$ cat src/hmet_pkg.sv
`default_nettype none
package hmet_pkg;

  // Request modes
  localparam logic [1:0] MODE_ADD = 2'd0;
  localparam logic [1:0] MODE_THR = 2'd1;
  localparam logic [1:0] MODE_CLR = 2'd2;

  // Result status codes
  localparam logic [1:0] ST_OK   = 2'd0;
  localparam logic [1:0] ST_FEW  = 2'd1;
  localparam logic [1:0] ST_DROP = 2'd2;

  // Operand selects of the shared log2 unit
  localparam logic [1:0] LSRC_CNT = 2'd0;
  localparam logic [1:0] LSRC_C1  = 2'd1;
  localparam logic [1:0] LSRC_C2  = 2'd2;

  // Fixed field widths
  localparam int CNT_W  = 32;
  localparam int SMP_W  = 16;
  localparam int STEP_W = 16;

  // Configuration register index
  localparam logic REG_BIN_STEP = 1'b0;

  typedef struct packed {
    logic [1:0]         mode;
    logic signed [15:0] sample;
  } in_t;

  typedef struct packed {
    logic signed [17:0] threshold;
    logic [1:0]         status;
    logic [8:0]         occupied_bins;
  } out_t;

  // Commands from the controller to the datapath
  typedef struct packed {
    logic       latch_in;
    logic       clr_init;
    logic       clr_step;
    logic       div_smp;
    logic       k_ld;
    logic       win;
    logic       add_rd;
    logic       add_wr;
    logic       g_init;
    logic       g_rd;
    logic       g_store;
    logic       g_app;
    logic       g_adv;
    logic       e_init;
    logic       e_init2;
    logic       log_start;
    logic [1:0] log_sel;
    logic       lt1_ld;
    logic       lt2_ld;
    logic       e_rd;
    logic       e_mul;
    logic       div_ent;
    logic       e_acc;
    logic       e_cmp;
    logic       e_upd;
    logic       f_rd;
    logic       f_mul;
  } cmd_t;

  // Status from the datapath to the controller
  typedef struct packed {
    logic clr_last;
    logic drop;
    logic empty;
    logic cnt_nz;
    logic t_last;
    logic n_few;
    logic j_last;
    logic i_last;
    logic div_done;
    logic log_done;
  } stat_t;

endpackage
`default_nettype wire

$ cat src/hmet_ctrl.sv
`default_nettype none
module hmet_ctrl (
  input  logic            clk,
  input  logic            rst_n,
  input  logic            start,
  input  logic [1:0]      mode,
  input  hmet_pkg::stat_t stat,
  output hmet_pkg::cmd_t  cmd,
  output logic            busy
);

  localparam logic [4:0] S_IDLE   = 5'd0;
  localparam logic [4:0] S_CLR    = 5'd1;
  localparam logic [4:0] S_DIV0   = 5'd2;
  localparam logic [4:0] S_DIVW   = 5'd3;
  localparam logic [4:0] S_WIN    = 5'd4;
  localparam logic [4:0] S_ARD    = 5'd5;
  localparam logic [4:0] S_AWR    = 5'd6;
  localparam logic [4:0] S_GINIT  = 5'd7;
  localparam logic [4:0] S_GRD    = 5'd8;
  localparam logic [4:0] S_GCHK   = 5'd9;
  localparam logic [4:0] S_GLOG   = 5'd10;
  localparam logic [4:0] S_EINIT  = 5'd11;
  localparam logic [4:0] S_EINIT2 = 5'd12;
  localparam logic [4:0] S_L1     = 5'd13;
  localparam logic [4:0] S_L1W    = 5'd14;
  localparam logic [4:0] S_L2     = 5'd15;
  localparam logic [4:0] S_L2W    = 5'd16;
  localparam logic [4:0] S_ERD    = 5'd17;
  localparam logic [4:0] S_EMUL   = 5'd18;
  localparam logic [4:0] S_EDIV   = 5'd19;
  localparam logic [4:0] S_EDIVW  = 5'd20;
  localparam logic [4:0] S_ECMP   = 5'd21;
  localparam logic [4:0] S_EUPD   = 5'd22;
  localparam logic [4:0] S_FRD    = 5'd23;
  localparam logic [4:0] S_FMUL   = 5'd24;

  logic [4:0] state_r;
  logic [4:0] state_nxt;

  // Sequencer: one state per step of each request mode.
  always_comb begin
    cmd       = '0;
    state_nxt = state_r;
    unique case (state_r)
      S_IDLE: begin
        if (start) begin
          cmd.latch_in = 1'b1;
          unique case (mode)
            hmet_pkg::MODE_ADD: state_nxt = S_DIV0;
            hmet_pkg::MODE_THR: state_nxt = S_GINIT;
            hmet_pkg::MODE_CLR: begin
              cmd.clr_init = 1'b1;
              state_nxt    = S_CLR;
            end
            default: state_nxt = S_IDLE;
          endcase
        end
      end
      S_CLR: begin
        cmd.clr_step = 1'b1;
        if (stat.clr_last) begin
          state_nxt = S_IDLE;
        end
      end
      // Adding a sample: bin index, window update, counter increment.
      S_DIV0: begin
        cmd.div_smp = 1'b1;
        state_nxt   = S_DIVW;
      end
      S_DIVW: begin
        if (stat.div_done) begin
          cmd.k_ld  = 1'b1;
          state_nxt = S_WIN;
        end
      end
      S_WIN: begin
        cmd.win   = 1'b1;
        state_nxt = stat.drop ? S_IDLE : S_ARD;
      end
      S_ARD: begin
        cmd.add_rd = 1'b1;
        state_nxt  = S_AWR;
      end
      S_AWR: begin
        cmd.add_wr = 1'b1;
        state_nxt  = S_IDLE;
      end
      // Gathering the non-zero bins of the window.
      S_GINIT: begin
        cmd.g_init = 1'b1;
        state_nxt  = stat.empty ? S_FRD : S_GRD;
      end
      S_GRD: begin
        cmd.g_rd  = 1'b1;
        state_nxt = S_GCHK;
      end
      S_GCHK: begin
        if (stat.cnt_nz) begin
          cmd.g_store   = 1'b1;
          cmd.log_start = 1'b1;
          cmd.log_sel   = hmet_pkg::LSRC_CNT;
          state_nxt     = S_GLOG;
        end else begin
          cmd.g_adv = 1'b1;
          state_nxt = stat.t_last ? S_EINIT : S_GRD;
        end
      end
      S_GLOG: begin
        if (stat.log_done) begin
          cmd.g_app = 1'b1;
          cmd.g_adv = 1'b1;
          state_nxt = stat.t_last ? S_EINIT : S_GRD;
        end
      end
      // Entropy search over every split.
      S_EINIT: begin
        if (stat.n_few) begin
          state_nxt = S_FRD;
        end else begin
          cmd.e_init = 1'b1;
          state_nxt  = S_EINIT2;
        end
      end
      S_EINIT2: begin
        cmd.e_init2 = 1'b1;
        state_nxt   = S_L1;
      end
      S_L1: begin
        cmd.log_start = 1'b1;
        cmd.log_sel   = hmet_pkg::LSRC_C1;
        state_nxt     = S_L1W;
      end
      S_L1W: begin
        if (stat.log_done) begin
          cmd.lt1_ld = 1'b1;
          state_nxt  = S_L2;
        end
      end
      S_L2: begin
        cmd.log_start = 1'b1;
        cmd.log_sel   = hmet_pkg::LSRC_C2;
        state_nxt     = S_L2W;
      end
      S_L2W: begin
        if (stat.log_done) begin
          cmd.lt2_ld = 1'b1;
          state_nxt  = S_ERD;
        end
      end
      S_ERD: begin
        cmd.e_rd  = 1'b1;
        state_nxt = S_EMUL;
      end
      S_EMUL: begin
        cmd.e_mul = 1'b1;
        state_nxt = S_EDIV;
      end
      S_EDIV: begin
        cmd.div_ent = 1'b1;
        state_nxt   = S_EDIVW;
      end
      S_EDIVW: begin
        if (stat.div_done) begin
          cmd.e_acc = 1'b1;
          state_nxt = stat.j_last ? S_ECMP : S_ERD;
        end
      end
      S_ECMP: begin
        cmd.e_cmp = 1'b1;
        state_nxt = S_EUPD;
      end
      S_EUPD: begin
        cmd.e_upd = 1'b1;
        state_nxt = stat.i_last ? S_FRD : S_L1;
      end
      // Threshold of the chosen bin.
      S_FRD: begin
        cmd.f_rd  = 1'b1;
        state_nxt = S_FMUL;
      end
      S_FMUL: begin
        cmd.f_mul = 1'b1;
        state_nxt = S_IDLE;
      end
      default: state_nxt = S_IDLE;
    endcase
  end

  // The counter ring is swept clear straight after reset.
  always_ff @(posedge clk) begin
    if (!rst_n) begin
      state_r <= S_CLR;
    end else begin
      state_r <= state_nxt;
    end
  end

  assign busy = (state_r != S_IDLE);

endmodule
`default_nettype wire

$ cat config.mk
export PLATFORM = sky130hd
export DESIGN_NAME = hmet_ctrl
export DESIGN_NICKNAME = d
export VERILOG_FILES = /design/src/hmet_pkg.sv /design/src/hmet_ctrl.sv
export SDC_FILE = /design/constraint.sdc
export NUM_CORES = 1
export LEC_CHECK = 0
export BUFFER_PORTS_ARGS = -buffer_cell sky130_fd_sc_hd__buf_4
export CAP_MARGIN = 0
export CELL_PAD_IN_SITES_DETAIL_PLACEMENT = 1
export CELL_PAD_IN_SITES_GLOBAL_PLACEMENT = 1
export CORE_MARGIN = 4
export CORE_UTILIZATION = 29
export DETAILED_ROUTE_END_ITERATION = 10
export PLACE_DENSITY_LB_ADDON = 0.25
export SYNTH_ARGS = -nofsm -noshare
export SYNTH_HDL_FRONTEND = slang
export SYNTH_SLANG_ARGS = --single-unit
$ cat constraint.sdc
create_clock -name clk -period 1.6 [get_ports clk]
set_input_delay 0.16 -clock clk [delete_from_list [all_inputs] [get_ports clk]]
set_output_delay 0.16 -clock clk [all_outputs]
set_load 0.01 [all_outputs]
==> flow_summary.json <==
{
  "ctsRootBufferMaster": "clkbuf_4",
  "synth-seq-cells": 5,
  "yosysWarnings": 0,
  "cellLeakagePower_uw": 0.000846,
  "end_kind": "primary output",
  "whs_ps": 157,
  "route.detailed.drc": 0,
  "violations": "setup timing",
  "largest_reg_flops": 5,
  "hold_buffers": 0,
  "max_stage_delay_ps": 350,
  "chipWidth_um": 67.2,
  "cts_max_level": 1,
  "grt_overflow": 0,
  "largestRegisters": "state_r: 5 flops",
  "diodes": 0,
  "cts_tree": "built",
  "grt_antenna_before_repair": 0,
  "peakVddDrop_v": 0.000585,
  "slew_headroom_pct": 74.1,
  "detail_route.wl_per_cell_um": 18.8,
  "crit_chain": "buf_12, buf_4, nor3_4, buf_4, and3_1, buf_4",
  "cp_slowest_cell": "dfxtp_4",
  "grt_pass1_wl_um": 7110,
  "vias_per_cell": 5.38,
  "cp.depth": 6,
  "final_nets": 242,
  "synthesis.area_mm2": 0.00102,
  "synth_edf_count": 0,
  "initial_core_util_pct": 30.2,
  "vias": 1443,
  "crit_family": "buffers and inverters",
  "grt_max_degree": 14,
  "place_congestion": 0.920,
  "critPathArrivalTime_ps": 1470,
  "synth_nets": 162,
  "clkTransAtPathRegs_ps": 50,
  "layout_setup_ws_ps": -31.4,
  "path_common_cell": "buf_4",
  "yosysSeqAreaShare_pct": 9.85,
  "period_share_pct": 102,
  "rsz0062_at_grt": "true",
  "grt_pass1_vias": 1506,
  "holdCritPathClass": "in -> reg",
  "clock-sinks": 5,
  "cts_max_path_buffers": 2,
  "num_rows": 21,
  "layout_common_cells": "buf_4, nor2_1, buf_6, nand2_1, dfxtp_4",
  "slew_violations": 0,
  "grtUsageTotal_pct": 21.0,
  "final_common_cell": "buf_4",
  "r2r_cells": 7,
  "tightestPinTransition_ps": 379,
  "core_area_mm2": 0.00336,
  "hpwl_um": 3520,
  "design_area_mm2": 0.00192,
  "placed_area_mm2": 0.00151,
  "die_y_um": 67.2,
  "post_route_cells_drive_above_1_share_pct": 61.3,
  "numCtsBuffers": 3,
  "fin_util_pct": 57.2,
  "power_density_mw_per_mm2": 1120,
  "portBuffers": 43,
  "wirelength_um": 5040,
  "hold_violations": 0,
  "fin_crit_ps": 1630,
  "setup_violations": 6,
  "skew_ps": 3.36,
  "fmax_mhz": 613,
  "path_buf_inv": 4,
  "status": "finished, violations left",
  "pin_count": 44,
  "drtIter0Drc": 62,
  "antenna_left": 0,
  "clk_latency_ps": 250,
  "fin_total_pwr_uw": 2160,
  "cp_data_required_time_ps": 1440,
  "critPathKind": "reg -> out",
  "syn_avg_cell_area_um2": 7.10,
  "postSynthCellCount": 143,
  "cap_violations": 0,
  "ys_types": 52,
  "fin_setup_tns_ps": -132,
  "firstDrtPassIters": 4,
  "start_kind": "flop",
  "async_flop_share_pct": 0,
  "worstHoldPathCells": 2,
  "regMostFlops": "state_r",
  "cp_max_fo": 4,
  "die_area_mm2": 0.00451,
  "area_growth_syn_to_layout_pct": 89.4,
  "synthFlopType": "dfxtp_1"
}
## path summary, 6_finish.rpt
kind / from / endpoint / slack [ps]
max: state_r[1] / cmd[8] / -30
min: rst_n / state_r[0] / 160
max reg2reg: state_r[1] / state_r[2] / -20
min reg2reg: state_r[2] / state_r[2] / 750
## per-layer routing
metal  GRT usage [%]  part of all wire, %
met4            7.34                  2.7
met3            4.33                  4.4
met2            37.7                   53
met5               0                    0
met1            24.5                   39
## worst reg2reg max path, stage by stage (launching register included)
cell and delay, ps:
dfxtp_4 350, buf_12 130, buf_4 140, nor3_4 150, o2bb2a_4 180, o311a_4 340
o21ai_0 150, a31oi_1 60
## synth_stat cells (2+ instances only)
master / n / share of area, %
a211oi_1: 2 / 1.5
a21oi_1: 4 / 2.0
a22oi_1: 2 / 1.5
a31oi_1: 3 / 1.8
and2b_2: 2 / 1.7
and3_1: 3 / 1.8
buf_2: 4 / 2.0
clkbuf_8: 6 / 8.1
dfxtp_1: 5 / 9.9
ha_1: 4 / 4.9
inv_1: 5 / 1.8
mux2i_1: 2 / 2.0
nand2_1: 13 / 4.8
nand2b_1: 3 / 1.8
nand3_1: 6 / 3.0
nand3b_1: 4 / 3.0
nor2_1: 26 / 9.6
nor2b_1: 2 / 1.2
nor3_1: 10 / 4.9
o21ai_0: 4 / 2.0
o31ai_1: 2 / 1.5
## kinds of logic after synthesis
family / after synthesis / share of synthesized area [%]
AO/OA/AOI/OAI: 31 / 24.6
adder cells (fa/ha/maj): 4 / 4.93
buffers and inverters: 17 / 13.8
flip-flops: 5 / 9.85
multiplexers: 2 / 1.97
AND/OR/NAND/NOR: 84 / 44.8
## through the flow
step,worst slack [ps],std cells
after floorplan,115,143
after global placement,-29.8,249
after detailed placement,-39.2,249
after CTS,-53.6,261
after global routing,-119,268
final,-31.4,268
## area by class of cell
class                      count  area [µm²]
clock buffer                   4        26.3
inverter                       5        18.8
tap                           46        57.6
sequential                     5         119
timing repair buffer          87         758
fill                         442        1440
multi-input combinational    121         945
## what timing repair did
item                                    CTS  global route
buffers inserted                          9             6
endpoints found under the setup margin   29            24
pin swaps                                 9             6
gates cloned                              0             1
resized for setup                        34            36
## report_power, final
part / total, µW / switching, µW / internal [µW]
logic: 1780 / 862 / 914
registers: 221 / 51.1 / 170
clock network: 158 / 63.1 / 95.0
No activity file was read; power rests on OpenSTA's default activity.
